==> config.mk <==
export PLATFORM = sky130hd
export DESIGN_NAME = wsrc_wall_mem
export DESIGN_NICKNAME = d
export VERILOG_FILES = /design/src/sv/wall_segment_ray_caster_defines.svh /design/src/sv/wsrc_pkg.sv /design/src/sv/wsrc_wall_mem.sv
export SDC_FILE = /design/constraint.sdc
export NUM_CORES = 2
export LEC_CHECK = 0
export BUFFER_PORTS_ARGS = -buffer_cell sky130_fd_sc_hd__buf_4
export CAP_MARGIN = 40
export CELL_PAD_IN_SITES_DETAIL_PLACEMENT = 2
export CELL_PAD_IN_SITES_GLOBAL_PLACEMENT = 2
export CORE_ASPECT_RATIO = 1.4
export CORE_MARGIN = 5
export CORE_UTILIZATION = 46
export CTS_BUF_LIST = sky130_fd_sc_hd__clkbuf_16
export CTS_CLUSTER_DIAMETER = 150
export DETAILED_ROUTE_END_ITERATION = 8
export PLACE_DENSITY = 0.72
export SETUP_SLACK_MARGIN = 0.5
export SLEW_MARGIN = 30
export SYNTH_ARGS = -nofsm -noshare
export SYNTH_HDL_FRONTEND = slang
export SYNTH_MEMORY_MAX_BITS = 65536
export SYNTH_SLANG_ARGS = --single-unit
export TNS_END_PERCENT = 10
==> constraint.sdc <==
create_clock -name clock -period 6.95 [get_ports clock]
set_input_delay 0.3475 -clock clock [delete_from_list [all_inputs] [get_ports clock]]
set_output_delay 0.3475 -clock clock [all_outputs]
set_load 0.03 [all_outputs]
==> src/sv/wall_segment_ray_caster_defines.svh <==
// Assertion macros for the ray caster RTL.
`ifndef WALL_SEGMENT_RAY_CASTER_DEFINES_SVH
`define WALL_SEGMENT_RAY_CASTER_DEFINES_SVH
`ifndef NO_ASSERTIONS
`define WSRC_ASSERT(lbl, clk, rst, prop, msg) \
   lbl: assert property (@(posedge clk) disable iff (rst) prop) else $error(msg);
`define WSRC_ASSERT_NR(lbl, clk, prop, msg) \
   lbl: assert property (@(posedge clk) prop) else $error(msg);
`else
`define WSRC_ASSERT(lbl, clk, rst, prop, msg)
`define WSRC_ASSERT_NR(lbl, clk, prop, msg)
`endif
`endif

==> src/sv/wsrc_pkg.sv <==
package wsrc_pkg;

   localparam int MAX_WALLS_DEF = 32;
   localparam int COLUMNS       = 80;
   localparam int LINES         = 56;
   localparam int HALF_COLS     = COLUMNS / 2;

   localparam logic [7:0]  SPACE_CODE = 8'd32;
   localparam logic [30:0] FAR_DIST   = 31'h7FFF_FFFF;
   localparam logic [4:0]  HALF_CAP   = 5'(LINES / 2 + 1);

   localparam logic OP_WRITE = 1'b0;
   localparam logic OP_CAST  = 1'b1;

   localparam logic REG_FACTOR = 1'b0;
   localparam logic REG_NUDGE  = 1'b1;

   typedef struct packed {
      logic [7:0]         symbol;
      logic signed [31:0] by;
      logic signed [31:0] bx;
      logic signed [31:0] ay;
      logic signed [31:0] ax;
   } wall_entry_type;

   typedef struct packed {
      logic        start;
      logic        neg;
      logic [63:0] dividend;
      logic [33:0] divisor;
   } div_req_type;

   typedef struct packed {
      logic        busy;
      logic        done;
      logic        neg;
      logic [63:0] quot;
   } div_rsp_type;

   typedef struct packed {
      logic        start;
      logic [63:0] radicand;
   } sqrt_req_type;

   typedef struct packed {
      logic        busy;
      logic        done;
      logic [31:0] root;
   } sqrt_rsp_type;

   typedef logic [63:0] trig_rom_type [360];

   function automatic logic signed [31:0] sat32(input logic signed [63:0] v);
      if (v > 64'sd2147483647) begin
         return 32'sh7FFF_FFFF;
      end else if (v < -64'sd2147483648) begin
         return 32'sh8000_0000;
      end
      return v[31:0];
   endfunction

   function automatic logic [63:0] abs64(input logic signed [63:0] v);
      return v[63] ? 64'(-v) : 64'(v);
   endfunction

   // Signed result of a truncating division from its magnitude and sign.
   function automatic logic signed [31:0] sat_quot(input logic [63:0] q, input logic neg);
      if (neg) begin
         if (q > 64'h8000_0000) begin
            return 32'sh8000_0000;
         end
         return 32'(-q[31:0]);
      end
      if (q > 64'h7FFF_FFFF) begin
         return 32'sh7FFF_FFFF;
      end
      return q[31:0];
   endfunction

   // Heading cos and sin in Q16.16, packed {cos, sin}. Evaluated at elaboration only:
   // Taylor series of the quarter angle in Q30, then two double-angle steps.
   function automatic logic [63:0] trig_pair(input int deg);
      logic [63:0]        q;
      logic [63:0]        x2;
      logic [63:0]        ts;
      logic [63:0]        tc;
      logic signed [63:0] s;
      logic signed [63:0] c;
      logic signed [63:0] s2;
      logic signed [63:0] c2;
      logic signed [63:0] co;
      logic signed [63:0] si;
      q  = (64'(deg) * 64'd10 * (64'd1 << 30) + 64'd1146) / 64'd2292;
      x2 = (q * q + (64'd1 << 29)) >> 30;
      ts = q;
      tc = 64'd1 << 30;
      s  = $signed(q);
      c  = 64'sd1 <<< 30;
      for (int n = 1; n <= 12; n++) begin
         ts = ((ts * x2 + (64'd1 << 29)) >> 30) / 64'((2 * n) * (2 * n + 1));
         tc = ((tc * x2 + (64'd1 << 29)) >> 30) / 64'((2 * n - 1) * (2 * n));
         if ((n % 2) == 1) begin
            s = s - $signed(ts);
            c = c - $signed(tc);
         end else begin
            s = s + $signed(ts);
            c = c + $signed(tc);
         end
      end
      for (int n = 0; n < 2; n++) begin
         s2 = (64'sd2 * s * c + (64'sd1 <<< 29)) >>> 30;
         c2 = (64'sd1 <<< 30) - ((64'sd2 * s * s + (64'sd1 <<< 29)) >>> 30);
         s  = s2;
         c  = c2;
      end
      co = (c + (64'sd1 <<< 13)) >>> 14;
      si = (s + (64'sd1 <<< 13)) >>> 14;
      return {co[31:0], si[31:0]};
   endfunction

   function automatic trig_rom_type build_trig_rom();
      trig_rom_type rom;
      for (int i = 0; i < 360; i++) begin
         rom[i] = trig_pair(i);
      end
      return rom;
   endfunction

   localparam trig_rom_type TRIG_ROM = build_trig_rom();

endpackage

==> src/sv/wsrc_wall_mem.sv <==
module wsrc_wall_mem #(
   parameter int MAX_WALLS = 32,
   parameter int AW        = 5
) (
   input  logic                     clock,
   input  logic                     reset,
   input  logic                     wr_en,
   input  logic [AW-1:0]            wr_addr,
   input  wsrc_pkg::wall_entry_type wr_data,
   input  logic                     wr_valid,
   input  logic                     rd_en,
   input  logic [AW-1:0]            rd_addr,
   output logic                     rd_valid,
   output wsrc_pkg::wall_entry_type rd_data
);
   import wsrc_pkg::*;

   wall_entry_type wall_ram_ff [MAX_WALLS];
   wall_entry_type rd_data_ff;
   logic [MAX_WALLS-1:0] valid_ff;

   always_ff @(posedge clock) begin
      if (wr_en) begin
         wall_ram_ff[wr_addr] <= wr_data;
      end
      if (rd_en) begin
         rd_data_ff <= wall_ram_ff[rd_addr];
      end
   end

   always_ff @(posedge clock) begin
      if (reset) begin
         valid_ff <= '0;
      end else if (wr_en) begin
         valid_ff[wr_addr] <= wr_valid;
      end
   end

   assign rd_valid = valid_ff[rd_addr];
   assign rd_data  = rd_data_ff;

endmodule

# Word-level counts from Yosys, hierarchy flattened
# Memory sizes are Yosys's and may differ from the RTL's. A register that Yosys moved wholly into a read port is not among the register bits.
# Index checks and enable logic that the tools add are counted.
# Widths: inputs -> output; s select.
[word_totals] wordCells=13 ram_bits=4352 output_inout_bits=137 reg_bits=32 mem_count=1 inputBits=151
[op_classes] n_mux=7 magnitude_cmp=3 n_reduce_logical=1
[memory_table] memory="wall_ram_ff" words=32 word_bits=136 rd=1 rd_clocked_by_memory_dff=1 wr=1 line_no="wsrc_wall_mem.sv:18" source="wall_entry_type wall_ram_ff [MAX_WALLS];"
[op_table] op="$bwmux 32" n=1
[op_table] op="$lt 5x6->1 const B" n=2
[op_table] op="$bmux 1 s5" n=1
[op_table] op="$demux 1 s5" n=1
[op_table] op="$ge 5x1->1 const B" n=1
[op_table] op="$mux 1" n=4
[op_table] op="$logic_and 1x1->1" n=1

# Depth between registers and ports, before layout
[logic_depth] word_depth=5 mapped_depth=9 depth_no_buf=4

# Least setup slack after synthesis
# OpenSTA, ideal clock, no wires.
[synth_timing] kind="input to register" start="input port wr_addr[3]" end="memory wall_ram_ff[10][0] in the netlist's numbering, enable pin" setup_ns=0.635 n_path_buf=2 t_arrival_ns=6.861 slack_ns=-0.546 required_time_ns=6.315 path_stages=4 cell_sequence="clkbuf_1 -> or3b_2 -> clkbuf_1 -> nor2_1"
[synth_lines] element="start: declaration" line_no="wsrc_wall_mem.sv:8" source="input logic [AW-1:0] wr_addr,"
[synth_lines] element="end: declaration" line_no="wsrc_wall_mem.sv:18"
# No word-level cell before the write port.

# Worst setup path in the final report
[layout_timing] start="input port rd_addr[1]" end="output port rd_valid"
[layout_between] elab_chain_cells=2
[layout_lines] element="start: declaration" line_no="wsrc_wall_mem.sv:12" source="input logic [AW-1:0] rd_addr,"
[layout_lines] element="$bmux 1 s5" line_no="wsrc_wall_mem.sv:39" source="assign rd_valid = valid_ff[rd_addr];"
[layout_lines] element="$mux 1 (not written as such)" line_no="wsrc_wall_mem.sv:39"
[layout_lines] element="end: declaration" line_no="wsrc_wall_mem.sv:13" source="output logic rd_valid,"
# No other way between the ends. The select of a mux whose other input is x is not followed.

==> impl_metrics.json <==
{
  "synth_cells": 6986,
  "rsz_0062_raised_after_global_routing": "no",
  "slew_viol_final": 14,
  "worst_slack_ns": 2.93,
  "ff2ff_setup_slack_ns": 4.27,
  "postSynthAreaPerCell_sq_um": 24.0,
  "critical_path.n_buffers_inverters": 4,
  "p_leak_nw": 60.1,
  "core_area_sq_mm": 0.363,
  "max_clock_freq_ghz": 0.249,
  "layout_worst_path_cycle_share": 0.578,
  "initial_core_util": 0.461,
  "yosysUniqueCellTypes": 28,
  "antenna_violations_before_repair": 62,
  "final_gp_congestion": 0.748,
  "relative_contribution_of_sequential_cells_to_total_power": 0.522,
  "placed_cells_incl_taps": 11838,
  "clock_path_buffers": 4,
  "reg2regPathDepth": 3,
  "drt_iter0_drc": 13979,
  "synth-seq-area-share": 0.808,
  "setup_violations": 0,
  "post_drt_via_cell_ratio": 7.09,
  "failed_checks": "slew limit",
  "critPathLaunchType": "input port",
  "cp_capture_type": "output pin",
  "final_cell_mix": "4,488 x edfxtp_1, 1,032 x mux4_2, 484 x o22ai_1",
  "critPathKind": "input port to output pin",
  "cts_root_buffer": "clkbuf_16",
  "finalNetCount": 7841,
  "clock_tree_from_tritoncts": "yes",
  "detail_route.wl_per_cell_um": 52.4,
  "worst_slew_pin_slew_ns": 1.53,
  "min_path_cells": 5,
  "preCtsSetupSlack_ns": 2.97,
  "synth_fp_nets": 7137,
  "ir_drop_v": 0.000236,
  "yosys.area.top_type_share": 0.804,
  "synth-seq-cells": 4520,
  "clkTransAtPathRegs_ns": 0.06,
  "path_cells": "buf_4, nor2_4, nand2_4, buf_12, buf_12, o22ai_1, nor4_1, buf_4",
  "power.total_w": 0.0587,
  "endpoints_failing_hold": 0,
  "placementRows": 262,
  "drtAntennaViolNets": 0,
  "grt_start_max_net_pins": 119,
  "drt-total-wl_um": 673000,
  "path_max_fanout": 51,
  "syn2layout_area_growth_pct": 15.0,
  "hold-worst-slack_ns": 0.176,
  "synth.yosys.warnings": 0,
  "remaining_design_rule_violation_count": 0,
  "routed-via-count": 90952,
  "worstPathArrival_ns": 3.67,
  "crit_start": "rd_addr[1]",
  "grt_overflow_total": 0,
  "yosys-top-cells-area": "edfxtp_1 80%, mux4_2 14%, o22ai_1 1.8%",
  "crit_end": "rd_valid",
  "clock-sinks": 4520,
  "power.switching_w": 0.0141,
  "leading_cell_type_in_the_layout_fill_and_taps_excluded": "edfxtp_1",
  "synthesis.area_sq_mm": 0.168,
  "timing.rr.end": "rd_data[17]",
  "drt_pass1_iterations": 6,
  "cts_buffers": 437,
  "r2r_start": "wall_ram_ff[25][17]",
  "worst_path_largest_cell_delay_ns": 0.87,
  "post-synth-top-area-cell": "edfxtp_1",
  "grt_pass1_vias": 95008,
  "run_status": "finished with violations",
  "p_sw_frac": 0.240,
  "cellInternalPower_w": 0.0446,
  "grt_util_all_layers": 0.349,
  "die_height_um": 724,
  "dpl.hpwl_um": 344000,
  "holdCritPathClass": "input port to register",
  "cts_resized": 0,
  "port_buffers": 287,
  "critPathTopFamily": "simple AND/OR/NAND/NOR gates",
  "critical_path_depth": 8,
  "h-tree-depth": 5,
  "drive_gt1_frac": 0.278,
  "period_needed_ns": 4.02,
  "grt_pass1_wl_um": 893000,
  "clk_network_pwr_share": 0.426,
  "worstSkewPairLatency_ns": 1.02,
  "max-cap-violations": 0,
  "power.density_mw_per_mm2": 305,
  "timing.clock.skew_ns": 0.0766,
  "chipWidth_um": 520,
  "comb_power_share": 0.052,
  "num_io_pins": 288,
  "floorplan.die_area_sq_mm": 0.377,
  "worst_rel_slew_slack": -0.0193,
  "stdcell_count": 12831,
  "worst-endpoint-required_ns": 6.60,
  "cell_with_the_biggest_individual_delay_on_the_critical_path": "o22ai_1"
}
-- through the flow --
stage | instance area, sq um | TNS (ns) | util
after floorplan | 168000 | -1372.31 | -
after global placement | 176000 | 0 | 0.485
after detailed placement | 177000 | 0 | 0.486
after CTS | 192000 | 0 | 0.529
after global routing | 193000 | 0 | 0.530
final | 193000 | 0 | 0.530
-- cell usage after synthesis (all sizes together) --
master	number
edfxtp	4488
and3	1
and2	1
or3b	4
a22oi	96
nand2	33
buf	273
o22ai	484
mux4	1032
nor4	121
nand4	16
nand3b	5
o21ai	30
mux2i	130
nand3	35
nor2	37
or3	4
nor3b	2
a21oi	30
nand2b	3
clkbuf	121
inv	3
dfxtp	32
or2	2
nor2b	3
-- layout make-up --
class	count	area (sq um)
antenna	31	77.6
clock inverter	353	2830
sequential	4520	135000
clock buffer	444	11100
fill	30366	171000
timing repair buffer	659	6770
inverter	3	26.3
multi-input combinational	2069	30500
tap	4752	5950
-- how the worst min path moves through the flow --
stage	slack, ns	endpoint	startpoint
floorplan	0.42	valid_ff[0]	reset
global placement	0.46	valid_ff[29]	valid_ff[29]
detailed placement	0.48	valid_ff[11]	valid_ff[11]
CTS	0.09	rd_data[9]	rd_addr[1]
global route	0.15	wall_ram_ff[12][5]	wr_addr[2]
finish	0.18	valid_ff[4]	wr_addr[4]
-- state kept, by name, indices dropped and copies added, names as in the netlist --
| signal | count |
|---|---|
| wall_ram_ff | 4352 |
| valid_ff | 32 |
| rd_data | 136 |
-- kinds of logic after synthesis --
| group | synth area share |
|---|---|
| buffers and inverters | 0.0123 |
| AOI/OAI and AO/OA | 0.0242 |
| muxes | 0.146 |
| DFF | 0.808 |
| and+or+nand+nor | 0.00878 |
-- timing repair --
action / in CTS / in global routing
setup buffers: 0 / 0
endpoints found under the setup margin: 0 / 0
hold buffers: 140 / 0
hold endpoints to repair: 4419 / 0
-- per-layer routing --
metal / up-vias / part of all wire / global-route usage / routed length (um)
met5: - / 0.00031 / 0 / 209
met4: 32 / 0.061 / 0.181 / 41300
met3: 1694 / 0.079 / 0.0574 / 52800
met2: 6915 / 0.51 / 0.601 / 345000
met1: 50469 / 0.35 / 0.428 / 234000
li1: 31842 / - / - / -
-- tightest hold or removal path: stages --
cell and delay (ns):
buf_4 0.16, nor3b_1 0.10, nand2b_1 0.27, mux2i_1 0.13
nor2_1 0.08
-- power groups by stage --
stage          Combinational (W)  Clock [W]  Sequential, W
2_1_floorplan            0.00133          0         0.0312
3_3_place_gp             0.00257          0         0.0312
3_5_place_dp             0.00285          0         0.0312
4_1_cts                  0.00299     0.0249         0.0307
5_1_grt                  0.00311     0.0264         0.0307
6_report                 0.00303     0.0250         0.0307
(Power assumes the default switching activity.)
