<file path="config.mk">
export PLATFORM = sky130hd
export DESIGN_NAME = wsrc_sqrt
export DESIGN_NICKNAME = d
export VERILOG_FILES = /design/src/sv/wall_segment_ray_caster_defines.svh /design/src/sv/wsrc_pkg.sv /design/src/sv/wsrc_sqrt.sv
export SDC_FILE = /design/constraint.sdc
export NUM_CORES = 1
export LEC_CHECK = 0
export ABC_AREA = 1
export BUFFER_PORTS_ARGS = -buffer_cell sky130_fd_sc_hd__buf_2
export CORE_MARGIN = 2
export CORE_UTILIZATION = 65
export CTS_BUF_LIST = sky130_fd_sc_hd__clkbuf_2 sky130_fd_sc_hd__clkbuf_4 sky130_fd_sc_hd__clkbuf_8
export DETAILED_ROUTE_END_ITERATION = 16
export GPL_TIMING_DRIVEN = 0
export PLACE_DENSITY = 0.84
export REMOVE_ABC_BUFFERS = 1
export SLEW_MARGIN = 10
export SYNTH_ARGS = -nofsm -noshare
export SYNTH_HDL_FRONTEND = slang
export SYNTH_SLANG_ARGS = --single-unit
export TNS_END_PERCENT = 100
</file>
<file path="constraint.sdc">
create_clock -name clock -period 6.2 [get_ports clock]
set_input_delay 0.93 -clock clock [delete_from_list [all_inputs] [get_ports clock]]
set_output_delay 0.93 -clock clock [all_outputs]
set_load 0.02 [all_outputs]
</file>
<file path="src/sv/wall_segment_ray_caster_defines.svh">
// Assertion macros for the ray caster RTL.
`ifndef WALL_SEGMENT_RAY_CASTER_DEFINES_SVH
`define WALL_SEGMENT_RAY_CASTER_DEFINES_SVH
`ifndef NO_ASSERTIONS
`define WSRC_ASSERT(lbl, clk, rst, prop, msg) \
   lbl: assert property (@(posedge clk) disable iff (rst) prop) else $error(msg);
`define WSRC_ASSERT_NR(lbl, clk, prop, msg) \
   lbl: assert property (@(posedge clk) prop) else $error(msg);
`else
`define WSRC_ASSERT(lbl, clk, rst, prop, msg)
`define WSRC_ASSERT_NR(lbl, clk, prop, msg)
`endif
`endif

</file>
<file path="src/sv/wsrc_pkg.sv">
package wsrc_pkg;

   localparam int MAX_WALLS_DEF = 32;
   localparam int COLUMNS       = 80;
   localparam int LINES         = 56;
   localparam int HALF_COLS     = COLUMNS / 2;

   localparam logic [7:0]  SPACE_CODE = 8'd32;
   localparam logic [30:0] FAR_DIST   = 31'h7FFF_FFFF;
   localparam logic [4:0]  HALF_CAP   = 5'(LINES / 2 + 1);

   localparam logic OP_WRITE = 1'b0;
   localparam logic OP_CAST  = 1'b1;

   localparam logic REG_FACTOR = 1'b0;
   localparam logic REG_NUDGE  = 1'b1;

   typedef struct packed {
      logic [7:0]         symbol;
      logic signed [31:0] by;
      logic signed [31:0] bx;
      logic signed [31:0] ay;
      logic signed [31:0] ax;
   } wall_entry_type;

   typedef struct packed {
      logic        start;
      logic        neg;
      logic [63:0] dividend;
      logic [33:0] divisor;
   } div_req_type;

   typedef struct packed {
      logic        busy;
      logic        done;
      logic        neg;
      logic [63:0] quot;
   } div_rsp_type;

   typedef struct packed {
      logic        start;
      logic [63:0] radicand;
   } sqrt_req_type;

   typedef struct packed {
      logic        busy;
      logic        done;
      logic [31:0] root;
   } sqrt_rsp_type;

   typedef logic [63:0] trig_rom_type [360];

   function automatic logic signed [31:0] sat32(input logic signed [63:0] v);
      if (v > 64'sd2147483647) begin
         return 32'sh7FFF_FFFF;
      end else if (v < -64'sd2147483648) begin
         return 32'sh8000_0000;
      end
      return v[31:0];
   endfunction

   function automatic logic [63:0] abs64(input logic signed [63:0] v);
      return v[63] ? 64'(-v) : 64'(v);
   endfunction

   // Signed result of a truncating division from its magnitude and sign.
   function automatic logic signed [31:0] sat_quot(input logic [63:0] q, input logic neg);
      if (neg) begin
         if (q > 64'h8000_0000) begin
            return 32'sh8000_0000;
         end
         return 32'(-q[31:0]);
      end
      if (q > 64'h7FFF_FFFF) begin
         return 32'sh7FFF_FFFF;
      end
      return q[31:0];
   endfunction

   // Heading cos and sin in Q16.16, packed {cos, sin}. Evaluated at elaboration only:
   // Taylor series of the quarter angle in Q30, then two double-angle steps.
   function automatic logic [63:0] trig_pair(input int deg);
      logic [63:0]        q;
      logic [63:0]        x2;
      logic [63:0]        ts;
      logic [63:0]        tc;
      logic signed [63:0] s;
      logic signed [63:0] c;
      logic signed [63:0] s2;
      logic signed [63:0] c2;
      logic signed [63:0] co;
      logic signed [63:0] si;
      q  = (64'(deg) * 64'd10 * (64'd1 << 30) + 64'd1146) / 64'd2292;
      x2 = (q * q + (64'd1 << 29)) >> 30;
      ts = q;
      tc = 64'd1 << 30;
      s  = $signed(q);
      c  = 64'sd1 <<< 30;
      for (int n = 1; n <= 12; n++) begin
         ts = ((ts * x2 + (64'd1 << 29)) >> 30) / 64'((2 * n) * (2 * n + 1));
         tc = ((tc * x2 + (64'd1 << 29)) >> 30) / 64'((2 * n - 1) * (2 * n));
         if ((n % 2) == 1) begin
            s = s - $signed(ts);
            c = c - $signed(tc);
         end else begin
            s = s + $signed(ts);
            c = c + $signed(tc);
         end
      end
      for (int n = 0; n < 2; n++) begin
         s2 = (64'sd2 * s * c + (64'sd1 <<< 29)) >>> 30;
         c2 = (64'sd1 <<< 30) - ((64'sd2 * s * s + (64'sd1 <<< 29)) >>> 30);
         s  = s2;
         c  = c2;
      end
      co = (c + (64'sd1 <<< 13)) >>> 14;
      si = (s + (64'sd1 <<< 13)) >>> 14;
      return {co[31:0], si[31:0]};
   endfunction

   function automatic trig_rom_type build_trig_rom();
      trig_rom_type rom;
      for (int i = 0; i < 360; i++) begin
         rom[i] = trig_pair(i);
      end
      return rom;
   endfunction

   localparam trig_rom_type TRIG_ROM = build_trig_rom();

endpackage

</file>
<file path="src/sv/wsrc_sqrt.sv">
module wsrc_sqrt (
   input  logic                   clock,
   input  logic                   reset,
   input  wsrc_pkg::sqrt_req_type sqrt_req,
   output wsrc_pkg::sqrt_rsp_type sqrt_rsp
);
   import wsrc_pkg::*;

   logic        busy_ff, busy_in;
   logic        done_ff, done_in;
   logic [4:0]  cnt_ff, cnt_in;
   logic [63:0] rad_ff, rad_in;
   logic [63:0] res_ff, res_in;
   logic [63:0] bit_ff, bit_in;
   logic [63:0] trial;

   // Digit-by-digit integer square root, two radicand bits per cycle.
   always_comb begin
      busy_in = busy_ff;
      done_in = 1'b0;
      cnt_in  = cnt_ff;
      rad_in  = rad_ff;
      res_in  = res_ff;
      bit_in  = bit_ff;
      trial   = res_ff + bit_ff;
      if (sqrt_req.start) begin
         busy_in = 1'b1;
         cnt_in  = '0;
         rad_in  = sqrt_req.radicand;
         res_in  = '0;
         bit_in  = 64'd1 << 62;
      end else if (busy_ff) begin
         if (rad_ff >= trial) begin
            rad_in = rad_ff - trial;
            res_in = (res_ff >> 1) + bit_ff;
         end else begin
            res_in = res_ff >> 1;
         end
         bit_in = bit_ff >> 2;
         cnt_in = cnt_ff + 5'd1;
         if (cnt_ff == 5'd31) begin
            busy_in = 1'b0;
            done_in = 1'b1;
         end
      end
   end

   always_ff @(posedge clock) begin
      if (reset) begin
         busy_ff <= 1'b0;
         done_ff <= 1'b0;
         cnt_ff  <= '0;
      end else begin
         busy_ff <= busy_in;
         done_ff <= done_in;
         cnt_ff  <= cnt_in;
      end
      rad_ff <= rad_in;
      res_ff <= res_in;
      bit_ff <= bit_in;
   end

   assign sqrt_rsp.busy = busy_ff;
   assign sqrt_rsp.done = done_ff;
   assign sqrt_rsp.root = res_ff[31:0];

endmodule

</file>
### After elaboration in Yosys (flattened, before gate mapping)

Index checks and enable logic that the tools add are counted.

* register bits after elaboration: 167
* latch bits: 0
* memory bits (writable): 0
* memory bits (read-only): 0
* input port bits: 67
* output and inout port bits: 34
* memories: 0

* $add $sub $neg: 4
* $mul: 0
* div/mod/pow operators: 0
* $lt $le $gt $ge: 1
* equality and inequality tests: 1
* shift-type cells: 0
* mux-type cells: 8
* bitwise operators: 1
* reductions and logical operators: 5

Operator list (count)
* 2-to-1 mux 64 bit: 4
* adder 63 x 63 -> 64 bit: 1
* adder 64 x 63 -> 64 bit: 1
* >= comparator 64 bit: 1
* subtractor 64 bit: 1
* adder 5 x 1 -> 5 bit (second input constant): 1
* == test 5 bit (second input constant): 1
* 2-to-1 mux 1 bit: 4
* nonzero test 2 bit: 2
* OR reduction 3 bit: 1
* AND reduction 2 bit: 1
* OR reduction 2 bit: 1
* NOT 1 bit: 1

### Longest topological paths before layout

* depth in word-level cells: 5
* mapped depth: 33
* depth with buffers taken out: 31

### Worst setup path after synthesis

Ideal clock, no wire load.

* path kind: register to register
* start point: register res_ff[0]
* end point: register rad_ff[0], enable pin
* library setup time: 0.424 ns
* arrival time: 4.593 ns
* slack: 1.183 ns
* cell stages (with the launch flop): 26
* path buffers: 1
* period minus slack after synthesis: 5.017 ns
* cells stage by stage: dfxtp_1 ha_1 ha_1 nand2_1 nor2_1 inv_1 nand2_1 nand2_1 inv_1 or2_2 nand2_1 nand2_1 a21oi_1 o21ai_0 nand2_1 nand2_1 ha_1 nand2_1 nor2_1 nand2_1 nor3_2 nand2_2 nand2_2 nand2_2 buf_2 nand2_1

* longest elaborated chain between the ends: 4

RTL lines
* start, declared: RTL line wsrc_sqrt.sv:13 `logic [63:0] res_ff, res_in;`
* start signal, assigned: RTL line wsrc_sqrt.sv:59 `res_ff <= res_in;`
* adder 64 x 63 -> 64 bit: RTL line wsrc_sqrt.sv:25 `trial = res_ff + bit_ff;`
* >= comparator 64 bit: RTL line wsrc_sqrt.sv:33 `if (rad_ff >= trial) begin`
* nonzero test 2 bit (no source line)
* AND reduction 2 bit (no source line)
* end signal, assigned: RTL line wsrc_sqrt.sv:58 `rad_ff <= rad_in;`
* end, declared: RTL line wsrc_sqrt.sv:12 `logic [63:0] rad_ff, rad_in;`

Every way passes these cells.
A chain may end at the register's enable or synchronous reset.

### Final worst setup path

* start point: register res_ff[12]
* end point: register rad_ff[3], enable pin

Same word-level chain as after synthesis.

==> flow_metrics.tcl <==
set metrics [dict create \
    ys_ff_latch 167 \
    tightestPinTransition_ps 1237 \
    p_per_area_mw_per_mm2 447.8 \
    r2r_end "rad_ff[3]" \
    path_max_fanout 46 \
    clkTransAtPathRegs_ps 110 \
    routabilityCongestion 1.049 \
    synthXorXnorAreaFrac_pct 4.178 \
    antenna_found_initial 0 \
    via_count 24210 \
    htree_num_levels 4 \
    cts_root_buffer "clkbuf_8" \
    avgSynthCellArea_um2 5.645 \
    critical_path.max_stage_delay_ps 670 \
    layout_commonest_cell "nand2_1" \
    max_cap_viol_count 0 \
    fp.dieW_um 180.9 \
    worst_path_most_repeated_cell "nand2_1" \
    synth-compound-area-share_pct 12.97 \
    cts_tree "done" \
    nets 3811 \
    setup_viol 0 \
    skew_ps 24.79 \
    synth_flop_cell "dfxtp_1" \
    fmax_mhz 172.6 \
    period_share_pct 93.47 \
    fin_crit_ps 5795 \
    placed_area_mm2 0.02084 \
    grt_max_degree 90 \
    layout_common_cells "1205 x nand2_1, 491 x inv_1, 439 x nor2_1" \
    reg2reg_slack_ps 410 \
    status "finished, final reports clean" \
    fin_area_mm2 0.02137 \
    hold_viol 0 \
    crit_path_end_kind "register" \
    path_cells "ha_1 > nand2_1 > o21ai_1 > nand2_1 > o21a_1 > o21ai_1 > nand2_1 > nand2_1 > nand3_1 > nand2_1 > nand2_1 > nand3_1 > nand2_1 > ha_1 > inv_2 > nor3_1 > nand2_1 > nor3_4 > nand2_8 > nand2_8 > nand2_4 > nand2_8 > buf_16" \
    fin_cells 4020 \
    portBuffers 100 \
    drive_above_1_share_pct 5.740 \
    hold_buffers 0 \
    synth_top_family_by_area "simple AND/OR/NAND/NOR gates" \
    crit_type "register to register" \
    row_count 64 \
    clock_latency_ps 550 \
    nFillCells 2897 \
    dieArea_mm2 0.03271 \
    syn_inst 3602 \
    diodes 0 \
    grt_pass1_wl_mm 114.9 \
    finalMaxSlewViolations 0 \
    cts_buffer_depth 2 \
    power_w 0.009571 \
    die_h_um 180.9 \
    slowest_stage "dfxtp_1" \
    drt.antenna.violating_nets 0 \
    drtPass1Iterations 6 \
    synthArstFlopShare_pct 0 \
    drt-wirelength-per-cell_um 18.65 \
    synth_fa_ha_area_share_pct 8.221 \
    ios 101 \
    synth.mux.area_fraction_pct 0 \
    core_area_mm2 0.03067 \
    synth-edff-count 64 \
    clock_sinks 167 \
    areaGrowthSynthToFinish_pct 5.107 \
    cp.arrival_ps 6020 \
    dp.cells 3982 \
    crit_path_start_kind "register" \
    p_leak_nw 9.824 \
    slew_headroom_pct 16.91 \
    vias_per_cell 6.022 \
    cp.required_ps 6420 \
    grtUsageTotal_pct 44.61 \
    whs_ps 487.7 \
    drt_iter0_drc 3144 \
    synth_warnings 0 \
    cp-startpoint "res_ff[12]" \
    crit_end "rad_ff[3]" \
    dp_hpwl_mm 58.28 \
    rr_worst_depth 23 \
    syn_area_mm2 0.02033 \
    ir_drop_mv 0.3369 \
    drc_errors 0 \
    cts_buffers 17 \
    grt_remaining_overflow 0 \
    tns_ps 0 \
    yosys.area_share.simple_pct 42.56 \
    seq_area_frac_synth_pct 19.59 \
    grt_pass1_vias 22754 \
    synth.distinct_cells 47 \
    hp-class "register to register" \
    routed_wl_mm 74.95 \
    initial_core_util_pct 66.30 \
    rsz0062_at_grt "false" \
    timing.rr.start "res_ff[12]" \
]
## worst max-delay path, delay by kind of cell, from the launching register on
kind	cells	cell delay (ps)
flops	1	670
simple gates	16	3070
buf+inv	2	350
compound gates	3	560
fa+ha+maj	2	710
## how the worst min path moves through the flow
stage                    from        end  slack [ps]  cells after the start
floorplan           cnt_ff[4]  cnt_ff[4]         450                      2
CTS                 cnt_ff[4]  cnt_ff[4]         490                      2
detailed placement  cnt_ff[4]  cnt_ff[4]         480                      2
global placement    cnt_ff[4]  cnt_ff[4]         450                      2
finish              cnt_ff[4]  cnt_ff[4]         490                      2
global route        cnt_ff[4]  cnt_ff[4]         510                      2
## timing repair
item                                    4_1_cts  5_1_grt
buffers inserted                              2        1
endpoints found under the setup margin       80       64
pin swaps                                     1        2
gates resized for setup                       3        6
cloned                                        2        1
## synthesized netlist by cell type, types with 2 or more instances
| cell type | n | area, um2 |
|---|---|---|
| nand2_1 | 1206 | 4527 |
| nand2_2 | 10 | 62.56 |
| inv_2 | 8 | 30.03 |
| buf_6 | 3 | 33.78 |
| a21oi_2 | 11 | 96.34 |
| dfxtp_1 | 103 | 2062 |
| inv_1 | 491 | 1843 |
| a211oi_1 | 5 | 37.54 |
| or2_2 | 15 | 93.84 |
| nand3_1 | 296 | 1481 |
| a21o_1 | 13 | 97.59 |
| buf_2 | 30 | 150.1 |
| nand4_1 | 31 | 193.9 |
| clkbuf_1 | 48 | 180.2 |
| xnor2_1 | 48 | 420.4 |
| xor2_1 | 49 | 429.2 |
| o21bai_1 | 23 | 172.7 |
| nor2_2 | 10 | 62.56 |
| ha_1 | 132 | 1652 |
| o21a_1 | 7 | 52.55 |
| o21ai_0 | 171 | 855.8 |
| nand3b_1 | 31 | 232.7 |
| a21oi_1 | 216 | 1081 |
| o211ai_1 | 6 | 45.04 |
| nor4_1 | 7 | 43.79 |
| and2_1 | 6 | 37.54 |
| a31oi_1 | 12 | 75.07 |
| o21ai_1 | 13 | 65.06 |
| edfxtp_1 | 64 | 1922 |
| nor2_1 | 439 | 1648 |
| nand3_2 | 2 | 20.02 |
| buf_4 | 39 | 292.8 |
| nor3_1 | 43 | 215.2 |
## final cells by class
cell class                      instances  area [um2]  area share [%]
Sequential cell                       167        3990           18.67
Clock buffer                           19       261.5           1.224
Clock inverter                         13       156.4          0.7318
Tap cell                              396       495.5           2.318
Inverter                              500        1884           8.816
Multi-Input combinational cell       2817       13910           65.10
Timing Repair Buffer                  108       671.9           3.144
## report_power, final
group / internal (W) / total [W] / switching, W
Clock: 0.000392 / 0.000906 / 0.000515
Combinational: 0.00222 / 0.00663 / 0.00441
Sequential: 0.00158 / 0.00203 / 0.000449
Total: 0.00420 / 0.00957 / 0.00537
## flip-flops by register name, indices dropped and copies added (netlist names)
signal / cells
busy_ff: 1
done_ff: 1
cnt_ff: 5
bit_ff: 32
rad_ff: 64
res_ff: 64
## cell families (layout without fill, tap and decap cells)
group | Yosys count | in the layout
AOI/OAI and AO/OA | 484 | 484
xor gates and xnor gates | 97 | 97
adders and majority gates | 133 | 133
buffers and inverters | 621 | 640
DFF | 167 | 167
and+or+nand+nor | 2100 | 2103
## through the flow
stage                     util [%]  setup WS [ps]
after global routing         69.69          233.4
after CTS                    69.54          45.14
after floorplan                  -         -815.9
final                        69.69          405.1
after detailed placement     67.94         -967.5
after global placement       67.40          -4539
## layer usage
layer / vias up / wire, um / track usage [%]
met1: 10825 / 27600 / 52.99
met5: - / 0 / 0
met3: 343 / 8047 / 8.264
met2: 1538 / 33660 / 73.20
li1: 11504 / - / -
met4: 0 / 5651 / 30.39
No activity file was read; power rests on OpenSTA's default activity.
