[src/sv/wall_segment_ray_caster_defines.svh]
// Assertion macros for the ray caster RTL.
`ifndef WALL_SEGMENT_RAY_CASTER_DEFINES_SVH
`define WALL_SEGMENT_RAY_CASTER_DEFINES_SVH
`ifndef NO_ASSERTIONS
`define WSRC_ASSERT(lbl, clk, rst, prop, msg) \
   lbl: assert property (@(posedge clk) disable iff (rst) prop) else $error(msg);
`define WSRC_ASSERT_NR(lbl, clk, prop, msg) \
   lbl: assert property (@(posedge clk) prop) else $error(msg);
`else
`define WSRC_ASSERT(lbl, clk, rst, prop, msg)
`define WSRC_ASSERT_NR(lbl, clk, prop, msg)
`endif
`endif

[src/sv/wsrc_pkg.sv]
package wsrc_pkg;

   localparam int MAX_WALLS_DEF = 32;
   localparam int COLUMNS       = 80;
   localparam int LINES         = 56;
   localparam int HALF_COLS     = COLUMNS / 2;

   localparam logic [7:0]  SPACE_CODE = 8'd32;
   localparam logic [30:0] FAR_DIST   = 31'h7FFF_FFFF;
   localparam logic [4:0]  HALF_CAP   = 5'(LINES / 2 + 1);

   localparam logic OP_WRITE = 1'b0;
   localparam logic OP_CAST  = 1'b1;

   localparam logic REG_FACTOR = 1'b0;
   localparam logic REG_NUDGE  = 1'b1;

   typedef struct packed {
      logic [7:0]         symbol;
      logic signed [31:0] by;
      logic signed [31:0] bx;
      logic signed [31:0] ay;
      logic signed [31:0] ax;
   } wall_entry_type;

   typedef struct packed {
      logic        start;
      logic        neg;
      logic [63:0] dividend;
      logic [33:0] divisor;
   } div_req_type;

   typedef struct packed {
      logic        busy;
      logic        done;
      logic        neg;
      logic [63:0] quot;
   } div_rsp_type;

   typedef struct packed {
      logic        start;
      logic [63:0] radicand;
   } sqrt_req_type;

   typedef struct packed {
      logic        busy;
      logic        done;
      logic [31:0] root;
   } sqrt_rsp_type;

   typedef logic [63:0] trig_rom_type [360];

   function automatic logic signed [31:0] sat32(input logic signed [63:0] v);
      if (v > 64'sd2147483647) begin
         return 32'sh7FFF_FFFF;
      end else if (v < -64'sd2147483648) begin
         return 32'sh8000_0000;
      end
      return v[31:0];
   endfunction

   function automatic logic [63:0] abs64(input logic signed [63:0] v);
      return v[63] ? 64'(-v) : 64'(v);
   endfunction

   // Signed result of a truncating division from its magnitude and sign.
   function automatic logic signed [31:0] sat_quot(input logic [63:0] q, input logic neg);
      if (neg) begin
         if (q > 64'h8000_0000) begin
            return 32'sh8000_0000;
         end
         return 32'(-q[31:0]);
      end
      if (q > 64'h7FFF_FFFF) begin
         return 32'sh7FFF_FFFF;
      end
      return q[31:0];
   endfunction

   // Heading cos and sin in Q16.16, packed {cos, sin}. Evaluated at elaboration only:
   // Taylor series of the quarter angle in Q30, then two double-angle steps.
   function automatic logic [63:0] trig_pair(input int deg);
      logic [63:0]        q;
      logic [63:0]        x2;
      logic [63:0]        ts;
      logic [63:0]        tc;
      logic signed [63:0] s;
      logic signed [63:0] c;
      logic signed [63:0] s2;
      logic signed [63:0] c2;
      logic signed [63:0] co;
      logic signed [63:0] si;
      q  = (64'(deg) * 64'd10 * (64'd1 << 30) + 64'd1146) / 64'd2292;
      x2 = (q * q + (64'd1 << 29)) >> 30;
      ts = q;
      tc = 64'd1 << 30;
      s  = $signed(q);
      c  = 64'sd1 <<< 30;
      for (int n = 1; n <= 12; n++) begin
         ts = ((ts * x2 + (64'd1 << 29)) >> 30) / 64'((2 * n) * (2 * n + 1));
         tc = ((tc * x2 + (64'd1 << 29)) >> 30) / 64'((2 * n - 1) * (2 * n));
         if ((n % 2) == 1) begin
            s = s - $signed(ts);
            c = c - $signed(tc);
         end else begin
            s = s + $signed(ts);
            c = c + $signed(tc);
         end
      end
      for (int n = 0; n < 2; n++) begin
         s2 = (64'sd2 * s * c + (64'sd1 <<< 29)) >>> 30;
         c2 = (64'sd1 <<< 30) - ((64'sd2 * s * s + (64'sd1 <<< 29)) >>> 30);
         s  = s2;
         c  = c2;
      end
      co = (c + (64'sd1 <<< 13)) >>> 14;
      si = (s + (64'sd1 <<< 13)) >>> 14;
      return {co[31:0], si[31:0]};
   endfunction

   function automatic trig_rom_type build_trig_rom();
      trig_rom_type rom;
      for (int i = 0; i < 360; i++) begin
         rom[i] = trig_pair(i);
      end
      return rom;
   endfunction

   localparam trig_rom_type TRIG_ROM = build_trig_rom();

endpackage

[src/sv/wsrc_div.sv]
module wsrc_div (
   input  logic                  clock,
   input  logic                  reset,
   input  wsrc_pkg::div_req_type div_req,
   output wsrc_pkg::div_rsp_type div_rsp
);
   import wsrc_pkg::*;

   logic        busy_ff, busy_in;
   logic        done_ff, done_in;
   logic [5:0]  cnt_ff, cnt_in;
   logic [63:0] dvd_ff, dvd_in;
   logic [33:0] rem_ff, rem_in;
   logic [33:0] dsr_ff, dsr_in;
   logic        neg_ff, neg_in;
   logic [34:0] rem_sh;

   // Restoring division, one quotient bit per cycle; the dividend register
   // fills up with the quotient from the bottom.
   always_comb begin
      busy_in = busy_ff;
      done_in = 1'b0;
      cnt_in  = cnt_ff;
      dvd_in  = dvd_ff;
      rem_in  = rem_ff;
      dsr_in  = dsr_ff;
      neg_in  = neg_ff;
      rem_sh  = {rem_ff, dvd_ff[63]};
      if (div_req.start) begin
         busy_in = 1'b1;
         cnt_in  = '0;
         dvd_in  = div_req.dividend;
         rem_in  = '0;
         dsr_in  = div_req.divisor;
         neg_in  = div_req.neg;
      end else if (busy_ff) begin
         if (rem_sh >= {1'b0, dsr_ff}) begin
            rem_in = 34'(rem_sh - {1'b0, dsr_ff});
            dvd_in = {dvd_ff[62:0], 1'b1};
         end else begin
            rem_in = rem_sh[33:0];
            dvd_in = {dvd_ff[62:0], 1'b0};
         end
         cnt_in = cnt_ff + 6'd1;
         if (cnt_ff == 6'd63) begin
            busy_in = 1'b0;
            done_in = 1'b1;
         end
      end
   end

   always_ff @(posedge clock) begin
      if (reset) begin
         busy_ff <= 1'b0;
         done_ff <= 1'b0;
         cnt_ff  <= '0;
      end else begin
         busy_ff <= busy_in;
         done_ff <= done_in;
         cnt_ff  <= cnt_in;
      end
      dvd_ff <= dvd_in;
      rem_ff <= rem_in;
      dsr_ff <= dsr_in;
      neg_ff <= neg_in;
   end

   assign div_rsp.busy = busy_ff;
   assign div_rsp.done = done_ff;
   assign div_rsp.neg  = neg_ff;
   assign div_rsp.quot = dvd_ff;

endmodule

[config.mk]
export PLATFORM = sky130hd
export DESIGN_NAME = wsrc_div
export DESIGN_NICKNAME = d
export VERILOG_FILES = /design/src/sv/wall_segment_ray_caster_defines.svh /design/src/sv/wsrc_pkg.sv /design/src/sv/wsrc_div.sv
export SDC_FILE = /design/constraint.sdc
export NUM_CORES = 1
export LEC_CHECK = 0
export BUFFER_PORTS_ARGS = -buffer_cell sky130_fd_sc_hd__buf_2
export CORE_MARGIN = 1.5
export CORE_UTILIZATION = 30
export DETAILED_ROUTE_END_ITERATION = 7
export SETUP_SLACK_MARGIN = 0.02
export SLEW_MARGIN = 20
export SYNTH_ARGS = -nofsm -noshare
export SYNTH_HDL_FRONTEND = slang
export SYNTH_SLANG_ARGS = --single-unit
[constraint.sdc]
create_clock -name clock -period 3.38 [get_ports clock]
set_input_delay 0.338 -clock clock [delete_from_list [all_inputs] [get_ports clock]]
set_output_delay 0.338 -clock clock [all_outputs]
set_load 0.01 [all_outputs]
# Yosys cells after proc, flatten, opt, wreduce, memory -nomap -nowiden
# Index checks and enable logic that the tools add are counted.
[totals] output_inout_bits=67 ff_bits=141
[op_classes] n_bitwise=1 n_reduce_logical=3 n_addsub=2 order_cmp=1 n_eq_ne=1 mux=8
[ops] cell="$mux W64" count=2
[ops] cell="$ge A35 B34 Y1" count=1
[ops] cell="$mux W34" count=1
[ops] cell="$sub A34 B34 Y34" count=1
[ops] cell="$add A6 B1 Y6 const B" count=1
[ops] cell="$eq A6 B6 Y1 const B" count=1
[ops] cell="$mux W1" count=5
[ops] cell="$reduce_or A3 Y1" count=1
[ops] cell="$reduce_bool A2 Y1" count=1
[ops] cell="$reduce_or A2 Y1" count=1
[ops] cell="$not A1 Y1" count=1

# Depth between registers and ports, before layout
# Gate-level depths: netlist of the first run.
[logic_depth] word_depth=4 depth_mapped=12 ltp_nobuf=12

# Worst setup path after synthesis of the first run
# OpenSTA, ideal clock, no wires.
[synth_timing] kind="register to register" from="register dvd_ff[63]" to="register rem_ff[22]" stages_incl_launch_ff=13 setup_ns=0.062 setup_slack_ns=0.511 arrival_time_ns=2.807 cell_sequence="edfxtp_1 -> inv_1 -> ha_1 -> inv_1 -> fa_1 -> a211oi_1 -> o211ai_1 -> a21oi_1 -> a21oi_1 -> a211oi_1 -> mux2i_1 -> or4_1 -> nand3_1"
[synth_between] elab_chain_cells=2
[synth_rtl] item="from (decl)" line="wsrc_div.sv:12" text="logic [63:0] dvd_ff, dvd_in;"
[synth_rtl] item="from (signal assigned)" line="wsrc_div.sv:62" text="dvd_ff <= dvd_in;"
[synth_rtl] item="$sub A34 B34 Y34 or $ge A35 B34 Y1 (tied branches)" line="wsrc_div.sv:38, wsrc_div.sv:37"
[synth_rtl] item="$mux W34 (*)" line="wsrc_div.sv:37" text="if (rem_sh >= {1'b0, dsr_ff}) begin"
[synth_rtl] item="to (signal assigned)" line="wsrc_div.sv:63" text="rem_ff <= rem_in;"
[synth_rtl] item="to (decl)" line="wsrc_div.sv:13" text="logic [33:0] rem_ff, rem_in;"
# Mark *: on every way between the ends. The rest lies on a longest branch, timed or not.
# A chain may end at the register's enable or synchronous reset.

# Final worst setup path of the first run
[layout_timing] from="register rem_ff[11]" to="register rem_ff[17]"
[layout_between] elab_chain_cells=2
[layout_rtl] item="$sub A34 B34 Y34 or $ge A35 B34 Y1 (tied branches)" line="wsrc_div.sv:38, wsrc_div.sv:37"
[layout_rtl] item="$mux W34 (*)" line="wsrc_div.sv:37"
# Marks and branches as above.

==> results of run 1 <==
[final cells by class]
type,count,area share [%]
Tap cell,330,4.34
Clock inverter,11,1.14
Multi-Input combinational cell,465,36.9
Inverter,48,1.89
Sequential cell,141,40.1
Timing Repair Buffer,184,10.5
Clock buffer,21,5.08
[cells in the mapped netlist, drive strengths merged (4+ instances only)]
| cell | number |
|---|---|
| edfxtp | 99 |
| mux2 | 63 |
| nor2 | 50 |
| inv | 48 |
| dfxtp | 42 |
| ha | 35 |
| nand2 | 35 |
| a21oi | 29 |
| clkbuf | 27 |
| o21ai | 24 |
| mux2i | 23 |
| a211oi | 21 |
| xnor2 | 17 |
| a21o | 16 |
| nand3 | 16 |
| xor2 | 14 |
| nand4 | 12 |
| buf | 10 |
| nor3 | 10 |
| a32oi | 8 |
| or3 | 7 |
| a31oi | 6 |
| and3 | 6 |
| o21a | 6 |
| o31ai | 6 |
| o211ai | 5 |
| o21bai | 5 |
| or2 | 5 |
| nand2b | 4 |
| nor2b | 4 |
[worst max-delay path, stage by stage (launching register included)]
cell	delay, ns
sky130_fd_sc_hd__dfxtp_1	0.33
sky130_fd_sc_hd__ha_1	0.37
sky130_fd_sc_hd__a211o_1	0.31
sky130_fd_sc_hd__and3_1	0.18
sky130_fd_sc_hd__o22a_1	0.23
sky130_fd_sc_hd__a2111oi_4	0.42
sky130_fd_sc_hd__nand4_2	0.23
sky130_fd_sc_hd__a31oi_4	0.24
sky130_fd_sc_hd__buf_12	0.25
sky130_fd_sc_hd__mux2i_1	0.22
sky130_fd_sc_hd__a211oi_1	0.09
[through the flow]
| step | hold slack (ns) | util (%) |
|---|---|---|
| after floorplan | 0.410 | - |
| after global placement | 0.471 | 35.4 |
| after detailed placement | 0.476 | 35.4 |
| after CTS | 0.0615 | 37.8 |
| after global routing | 0.0617 | 37.8 |
| final | 0.0801 | 37.8 |
[kinds of logic after synthesis]
logic type               count (synthesis)
AO/OA/AOI/OAI                          151
XOR/XNOR                                31
adder cells (fa/ha/maj)                 36
buffers and inverters                   85
flip-flops                             141
multiplexers                            86
AND/OR/NAND/NOR                        161
[layer usage]
metal  wire, um  share of wire, %  GRT usage [%]  vias to the layer above
met1       8800                44           19.3                     2819
met2       9230                47           24.7                      205
met4        249               1.3           4.30                        0
li1           -                 -              -                     2902
met5          0                 0              0                        -
met3       1520               7.7           5.37                       19
[sequential cells by signal, indices dropped and copies added (netlist names)]
name / cells
cnt_ff: 6
neg_ff: 1
rem_ff: 34
dsr_ff: 34
dvd_ff: 64
done_ff: 1
busy_ff: 1
[power breakdown]
part | switching [W] | total (W) | internal [W]
clock network | 0.000793 | 0.00190 | 0.00111
registers | 0.0000787 | 0.00209 | 0.00201
logic | 0.000429 | 0.000784 | 0.000355
[path summary, 6_finish.rpt]
kind                              to  cells after the start  slack [ns]                    start
max          rem_ff[17]$_SDFFE_PP0P_                     10        0.31  rem_ff[11]$_SDFFE_PP0P_
min               busy_ff$_SDFF_PP0_                      2        0.08                    reset
max reg2reg  rem_ff[17]$_SDFFE_PP0P_                     10        0.31  rem_ff[11]$_SDFFE_PP0P_
min reg2reg   cnt_ff[5]$_SDFFE_PP0P_                      2        0.49   cnt_ff[5]$_SDFFE_PP0P_
==> flow_results.xml, run 1 <==
<?xml version="1.0" encoding="UTF-8"?>
<metrics>
  <group name="layout">
    <metric name="fill_cells" unit="">2466</metric>
    <metric name="antennaDiodeCount" unit="">0</metric>
    <metric name="areaGrowthSynthToFinish" unit="%">24.0</metric>
    <metric name="final-seq-area" unit="um^2">3810</metric>
    <metric name="final_common_cell" unit="">sky130_fd_sc_hd__buf_2</metric>
    <metric name="finish.net_count" unit="">995</metric>
    <metric name="final_design_area_no_fill" unit="um^2">9520</metric>
    <metric name="final_cell_mix" unit="">sky130_fd_sc_hd__buf_2, sky130_fd_sc_hd__edfxtp_1, sky130_fd_sc_hd__mux2_2</metric>
    <metric name="multi_input_comb_area" unit="um^2">3520</metric>
    <metric name="layout.cells.non_filler" unit="">1200</metric>
    <metric name="post_route_cells_drive_above_1_share" unit="%">33.0</metric>
  </group>
  <group name="sta">
    <metric name="post-route-worst-setup-slack" unit="ns">0.315</metric>
    <metric name="totalNegativeSetupSlack" unit="ns">0</metric>
    <metric name="timing.max_slew.rel_slack" unit="%">49.3</metric>
    <metric name="achievable-frequency" unit="MHz">326</metric>
    <metric name="rsz0062_at_grt" unit="">no</metric>
    <metric name="final_cycle_share" unit="%">90.7</metric>
    <metric name="timing_hold_violations_final" unit="">0</metric>
    <metric name="timing.final.setup_violations" unit="">0</metric>
    <metric name="skew" unit="ns">0.0140</metric>
    <metric name="finalWorstPathRequiredPeriod" unit="ns">3.07</metric>
    <metric name="max_slew.worst_pin.slew" unit="ns">0.760</metric>
    <metric name="timing_max_transition_violations_final" unit="">0</metric>
  </group>
  <group name="clock_network">
    <metric name="cts-buffers-inserted" unit="">17</metric>
    <metric name="cts_tree" unit="">done</metric>
    <metric name="post-cts-setup-buffers" unit="">0</metric>
    <metric name="cts_hold_buffers" unit="">0</metric>
    <metric name="cts_root_buf" unit="">sky130_fd_sc_hd__clkbuf_16</metric>
    <metric name="post_cts_resized" unit="">0</metric>
    <metric name="max-clock-path-buffers" unit="">2</metric>
    <metric name="clk_transition_reported_paths" unit="ns">0.07</metric>
    <metric name="clock_tree.htree_level_count" unit="">4</metric>
    <metric name="clock-sinks" unit="">141</metric>
    <metric name="worstSkewPairLatency" unit="ns">0.42</metric>
  </group>
  <group name="pwr">
    <metric name="vdd_drop_max" unit="mV">0.292</metric>
    <metric name="total_power" unit="W">0.00478</metric>
    <metric name="cellPowerDensity" unit="nW/um^2">502</metric>
    <metric name="p_leak" unit="nW">4.16</metric>
  </group>
  <group name="yosys">
    <metric name="synth_edf_count" unit="">99</metric>
    <metric name="synth_cells" unit="">691</metric>
    <metric name="post_synth_and_or_nand_nor_area_fraction" unit="%">10.2</metric>
    <metric name="total_nets_after_synthesis" unit="">829</metric>
    <metric name="syn_area_per_cell" unit="um^2">11.1</metric>
    <metric name="portion_of_synthesized_cell_area_occupied_by_the_leading_cell_type" unit="%">38.7</metric>
    <metric name="synthesis.yosys.warnings" unit="">0</metric>
    <metric name="muxShareOfSynthArea" unit="%">12.2</metric>
    <metric name="syn_area" unit="um^2">7680</metric>
    <metric name="synth_xor_area_share" unit="%">3.54</metric>
    <metric name="synth_cell_types" unit="">60</metric>
    <metric name="yosys_most_used_dff" unit="">sky130_fd_sc_hd__edfxtp_1</metric>
    <metric name="synth_seq_cells" unit="">141</metric>
    <metric name="yosysSeqAreaShare" unit="%">49.7</metric>
    <metric name="synth_area_leaders" unit="">sky130_fd_sc_hd__edfxtp_1, sky130_fd_sc_hd__dfxtp_1, sky130_fd_sc_hd__mux2_2</metric>
    <metric name="synth-async-reset-ratio" unit="%">0</metric>
    <metric name="synth_top_family_by_area" unit="">compound AO/OA/AOI/OAI gates</metric>
    <metric name="synth_top_cell_by_area" unit="">sky130_fd_sc_hd__edfxtp_1</metric>
    <metric name="synth-compound-area-share" unit="%">13.8</metric>
    <metric name="synthAdderAreaFrac" unit="%">5.97</metric>
  </group>
  <group name="die">
    <metric name="fp-row-count" unit="">58</metric>
    <metric name="num_io_pins" unit="">169</metric>
    <metric name="initial_utilization" unit="%">30.5</metric>
    <metric name="die_y" unit="um">163</metric>
    <metric name="die_outline_area" unit="um^2">26600</metric>
    <metric name="dieWidth" unit="um">163</metric>
    <metric name="fp.coreArea" unit="um^2">25200</metric>
  </group>
  <group name="status">
    <metric name="status" unit="">complete, no violations</metric>
  </group>
  <group name="routing">
    <metric name="detailroute.via_count" unit="">5945</metric>
    <metric name="detail_route.first_pass.iterations" unit="">5</metric>
    <metric name="avgViaCountPerCell" unit="">4.95</metric>
    <metric name="postRouteWirelength" unit="um">19800</metric>
    <metric name="first_iter_violations" unit="">456</metric>
    <metric name="detail-route-antenna-nets" unit="">0</metric>
    <metric name="wire_per_inst" unit="um">16.5</metric>
    <metric name="drt_drc_violations_left" unit="">0</metric>
  </group>
  <group name="placed_design">
    <metric name="io_buffers" unit="">168</metric>
    <metric name="dpl-instance-area" unit="um^2">8920</metric>
    <metric name="globalplace.congestion" unit="">0.812</metric>
    <metric name="placement.setup.worst_slack" unit="ns">0.250</metric>
    <metric name="cell_total_after_placement" unit="">1168</metric>
    <metric name="hpwlAfterDp" unit="um">14100</metric>
  </group>
  <group name="setup_path">
    <metric name="cp_startpoint_kind" unit="">flip-flop</metric>
    <metric name="cp_arrival" unit="ns">3.32</metric>
    <metric name="crit_required" unit="ns">3.64</metric>
    <metric name="worstSetupEndpointType" unit="">flip-flop</metric>
    <metric name="worstSetupPathType" unit="">flip-flop to flip-flop</metric>
    <metric name="cp_max_fo" unit="">38</metric>
  </group>
  <group name="grt">
    <metric name="grt_start_max_net_pins" unit="">69</metric>
    <metric name="globalRouteOverflowTotal" unit="">0</metric>
    <metric name="grt_pass1_vias" unit="">5970</metric>
    <metric name="grt_antenna_before_repair" unit="">0</metric>
    <metric name="overall_fraction_of_global_route_tracks_in_use" unit="%">15.3</metric>
    <metric name="grt_first_pass_wirelength" unit="um">31600</metric>
  </group>
  <group name="flow_run">
    <metric name="maxCapViolations" unit="">0</metric>
  </group>
  <group name="hold_path">
    <metric name="hold_class" unit="">primary input to flip-flop</metric>
  </group>
</metrics>
No activity file was read; power rests on OpenSTA's default activity.
==> run 2, diff against run 1 <==
CELL_PAD_IN_SITES_DETAIL_PLACEMENT = 1   (was not set)
CELL_PAD_IN_SITES_GLOBAL_PLACEMENT = 2   (was not set)
PLACE_DENSITY_LB_ADDON = 0.1   (was not set)
clock period = 2.7 ns   (was 3.38 ns; I/O delays follow)
==> flow_results.xml, run 2 (synthesis results as in run 1) <==
<?xml version="1.0" encoding="UTF-8"?>
<metrics>
  <group name="pwr">
    <metric name="cellPowerDensity" unit="nW/um^2">573</metric>
    <metric name="p_leak" unit="nW">4.92</metric>
    <metric name="vdd_drop_max" unit="mV">0.315</metric>
  </group>
  <group name="setup_path">
    <metric name="worst_path_largest_cell_delay" unit="ns">0.40</metric>
    <metric name="critical_path_depth" unit="">14</metric>
    <metric name="reg2reg_setup_slack" unit="ns">-0.18</metric>
    <metric name="cp_arrival" unit="ns">3.19</metric>
    <metric name="crit_reg_reg_endpoint" unit="">rem_ff[31]$_SDFFE_PP0P_</metric>
    <metric name="crit_slowest_cell" unit="">sky130_fd_sc_hd__edfxtp_1</metric>
    <metric name="cp.buffers_inverters" unit="">5</metric>
    <metric name="cp_startpoint_kind" unit="">flip-flop</metric>
    <metric name="crit_path_cell_trace" unit="">inv_1 -&gt; ha_1 -&gt; nor2b_1 -&gt; o211ai_1 -&gt; a31oi_4 -&gt; o211ai_1 -&gt; buf_4 -&gt; nand4_4 -&gt; buf_4 -&gt; buf_4 -&gt; buf_4 -&gt; a31oi_4 -&gt; xor2_1 -&gt; o21ai_1</metric>
    <metric name="timing.critical_path.max_delay_family" unit="">compound AO/OA/AOI/OAI gates</metric>
    <metric name="worstSetupEndpointType" unit="">flip-flop</metric>
    <metric name="reg2regPathDepth" unit="">14</metric>
    <metric name="beginning_of_the_worst_register_to_register_path" unit="">dsr_ff[1]$_DFFE_PP_</metric>
    <metric name="worstSetupPathType" unit="">flip-flop to flip-flop</metric>
    <metric name="crit_path_frequent_cell" unit="">sky130_fd_sc_hd__buf_4</metric>
    <metric name="cp_max_fo" unit="">2</metric>
    <metric name="crit_required" unit="ns">3.01</metric>
  </group>
  <group name="sta">
    <metric name="timing.final.setup_violations" unit="">34</metric>
    <metric name="max_slew.worst_pin.slew" unit="ns">0.709</metric>
    <metric name="skew" unit="ns">0.0142</metric>
    <metric name="post-route-worst-setup-slack" unit="ns">-0.182</metric>
    <metric name="timing_max_transition_violations_final" unit="">0</metric>
    <metric name="timing.max_slew.rel_slack" unit="%">52.8</metric>
    <metric name="rsz0062_at_grt" unit="">yes</metric>
    <metric name="timing.hold.ws" unit="ns">0.0205</metric>
    <metric name="achievable-frequency" unit="MHz">347</metric>
    <metric name="final_cycle_share" unit="%">107</metric>
    <metric name="timing_hold_violations_final" unit="">0</metric>
    <metric name="finalWorstPathRequiredPeriod" unit="ns">2.88</metric>
  </group>
  <group name="layout">
    <metric name="largest_register_ff_count" unit="">64</metric>
    <metric name="final_cell_mix" unit="">sky130_fd_sc_hd__buf_2, sky130_fd_sc_hd__buf_4, sky130_fd_sc_hd__edfxtp_1</metric>
    <metric name="antennaDiodeCount" unit="">0</metric>
    <metric name="final_common_cell" unit="">sky130_fd_sc_hd__buf_2</metric>
    <metric name="areaGrowthSynthToFinish" unit="%">45.0</metric>
    <metric name="reg.largest.list" unit="">dvd_ff x64, dsr_ff x34, rem_ff x34</metric>
    <metric name="post_route_cells_drive_above_1_share" unit="%">48.7</metric>
    <metric name="registers.top_by_ff_count" unit="">dvd_ff</metric>
    <metric name="final_design_area_no_fill" unit="um^2">11100</metric>
    <metric name="finish.net_count" unit="">1137</metric>
    <metric name="fill_cells" unit="">2795</metric>
    <metric name="layout.cells.non_filler" unit="">1341</metric>
  </group>
  <group name="die">
    <metric name="fp.coreArea" unit="um^2">25200</metric>
    <metric name="die_y" unit="um">163</metric>
    <metric name="initial_utilization" unit="%">30.5</metric>
    <metric name="dieWidth" unit="um">163</metric>
    <metric name="fp-row-count" unit="">58</metric>
    <metric name="num_io_pins" unit="">169</metric>
    <metric name="die_outline_area" unit="um^2">26600</metric>
  </group>
  <group name="placed_design">
    <metric name="dpl-instance-area" unit="um^2">9790</metric>
    <metric name="cell_total_after_placement" unit="">1279</metric>
    <metric name="hpwlAfterDp" unit="um">17300</metric>
    <metric name="io_buffers" unit="">168</metric>
    <metric name="globalplace.congestion" unit="">0.835</metric>
  </group>
  <group name="grt">
    <metric name="met2_usage_grt" unit="%">31.6</metric>
    <metric name="grt_antenna_before_repair" unit="">3</metric>
    <metric name="grtUsageMet3" unit="%">5.50</metric>
    <metric name="grt_pass1_vias" unit="">7235</metric>
    <metric name="top_usage_layer" unit="">met2</metric>
    <metric name="globalRouteOverflowTotal" unit="">0</metric>
    <metric name="overall_fraction_of_global_route_tracks_in_use" unit="%">18.8</metric>
    <metric name="globalRouteMet1Util" unit="%">23.1</metric>
    <metric name="grt_first_pass_wirelength" unit="um">38700</metric>
    <metric name="grt_start_max_net_pins" unit="">61</metric>
  </group>
  <group name="hold_path">
    <metric name="timing.hold.worst.start" unit="">div_req[5]</metric>
    <metric name="min_to" unit="">dsr_ff[5]$_DFFE_PP_</metric>
    <metric name="min_delay_path_depth" unit="">1</metric>
    <metric name="hold_class" unit="">primary input to flip-flop</metric>
  </group>
  <group name="routing">
    <metric name="first_iter_violations" unit="">226</metric>
    <metric name="wire_per_inst" unit="um">18.0</metric>
    <metric name="drt_drc_violations_left" unit="">0</metric>
    <metric name="detailroute.via_count" unit="">6579</metric>
    <metric name="avgViaCountPerCell" unit="">4.91</metric>
    <metric name="detail-route-antenna-nets" unit="">0</metric>
    <metric name="detail_route.first_pass.iterations" unit="">5</metric>
    <metric name="postRouteWirelength" unit="um">24100</metric>
  </group>
  <group name="clock_network">
    <metric name="worstSkewPairLatency" unit="ns">0.43</metric>
    <metric name="clock_tree.htree_level_count" unit="">4</metric>
    <metric name="clock-sinks" unit="">141</metric>
    <metric name="clk_transition_reported_paths" unit="ns">0.07</metric>
    <metric name="cts_root_buf" unit="">sky130_fd_sc_hd__clkbuf_16</metric>
    <metric name="max-clock-path-buffers" unit="">2</metric>
    <metric name="cts_tree" unit="">done</metric>
    <metric name="cts-buffers-inserted" unit="">17</metric>
  </group>
  <group name="status">
    <metric name="violations" unit="">negative setup slack</metric>
    <metric name="status" unit="">finished with violations</metric>
  </group>
  <group name="flow_run">
    <metric name="maxCapViolations" unit="">0</metric>
  </group>
</metrics>
## run 2: changes by cell type in the layout (fill, tap and decap cells not counted), sizes merged
cell / previous run / this run
buf: 184 / 319
bufinv: 1 / 2
clkbuf: 21 / 17
clkinv: 5 / 1
dlygate4sd3: 0 / 7
inv: 50 / 56
## run 2: how the worst max path moves through the flow
stage / startpoint / to / slack [ns]
after floorplan: dvd_ff[63]$_DFFE_PP_ / rem_ff[22]$_SDFFE_PP0P_ / 0.03
after global placement: dsr_ff[12]$_DFFE_PP_ / rem_ff[25]$_SDFFE_PP0P_ / -0.23
after detailed placement: dsr_ff[12]$_DFFE_PP_ / rem_ff[25]$_SDFFE_PP0P_ / -0.36
after CTS: dsr_ff[12]$_DFFE_PP_ / rem_ff[3]$_SDFFE_PP0P_ / -0.24
after global routing: dsr_ff[1]$_DFFE_PP_ / rem_ff[2]$_SDFFE_PP0P_ / -0.30
final: dsr_ff[1]$_DFFE_PP_ / rem_ff[31]$_SDFFE_PP0P_ / -0.18
## run 2: layout make-up
class	count	area, um^2	share of cell area (%)
clock inverters	14	174	1.56
clock buffers	17	425	3.82
repair buffers	326	2190	19.6
well taps	330	413	3.71
multi-input cells	465	3940	35.4
flip-flops and latches	141	3810	34.3
inverters	48	180	1.62
## run 2: stage by stage
stage	setup TNS [ns]	power, W	util (%)	setup WS, ns
6_report	-2.91	0.00638	44.2	-0.182
5_1_grt	-8.13	0.00668	44.2	-0.303
3_3_place_gp	-5.99	0.00382	38.9	-0.232
3_5_place_dp	-8.11	0.00384	38.9	-0.362
2_1_floorplan	0	0.00328	-	0.0257
4_1_cts	-4.87	0.00640	43.1	-0.237
## run 2: where the power goes
| group | switching, W | internal (W) | total [W] | leakage, nW |
|---|---|---|---|---|
| Combinational | 0.000664 | 0.000650 | 0.00131 | 3.30 |
| Clock | 0.00107 | 0.00139 | 0.00246 | 0.284 |
| Sequential | 0.0000903 | 0.00252 | 0.00261 | 1.33 |
| Total | 0.00182 | 0.00456 | 0.00638 | 4.92 |
## run 2: timing repair
item	4_1_cts	5_1_grt
setup buffers	17	7
setup endpoints to repair	35	35
hold buffers	2	5
pin swaps	44	25
cloned	3	0
gates resized for setup	63	44
endpoints found under the hold margin	2	5
## run 2: metal layers
layer | share of wire [%] | up-vias
li1 | - | 3192
met1 | 44 | 3184
met2 | 48 | 163
met3 | 6.0 | 36
met4 | 1.8 | 4
met5 | 0.091 | -
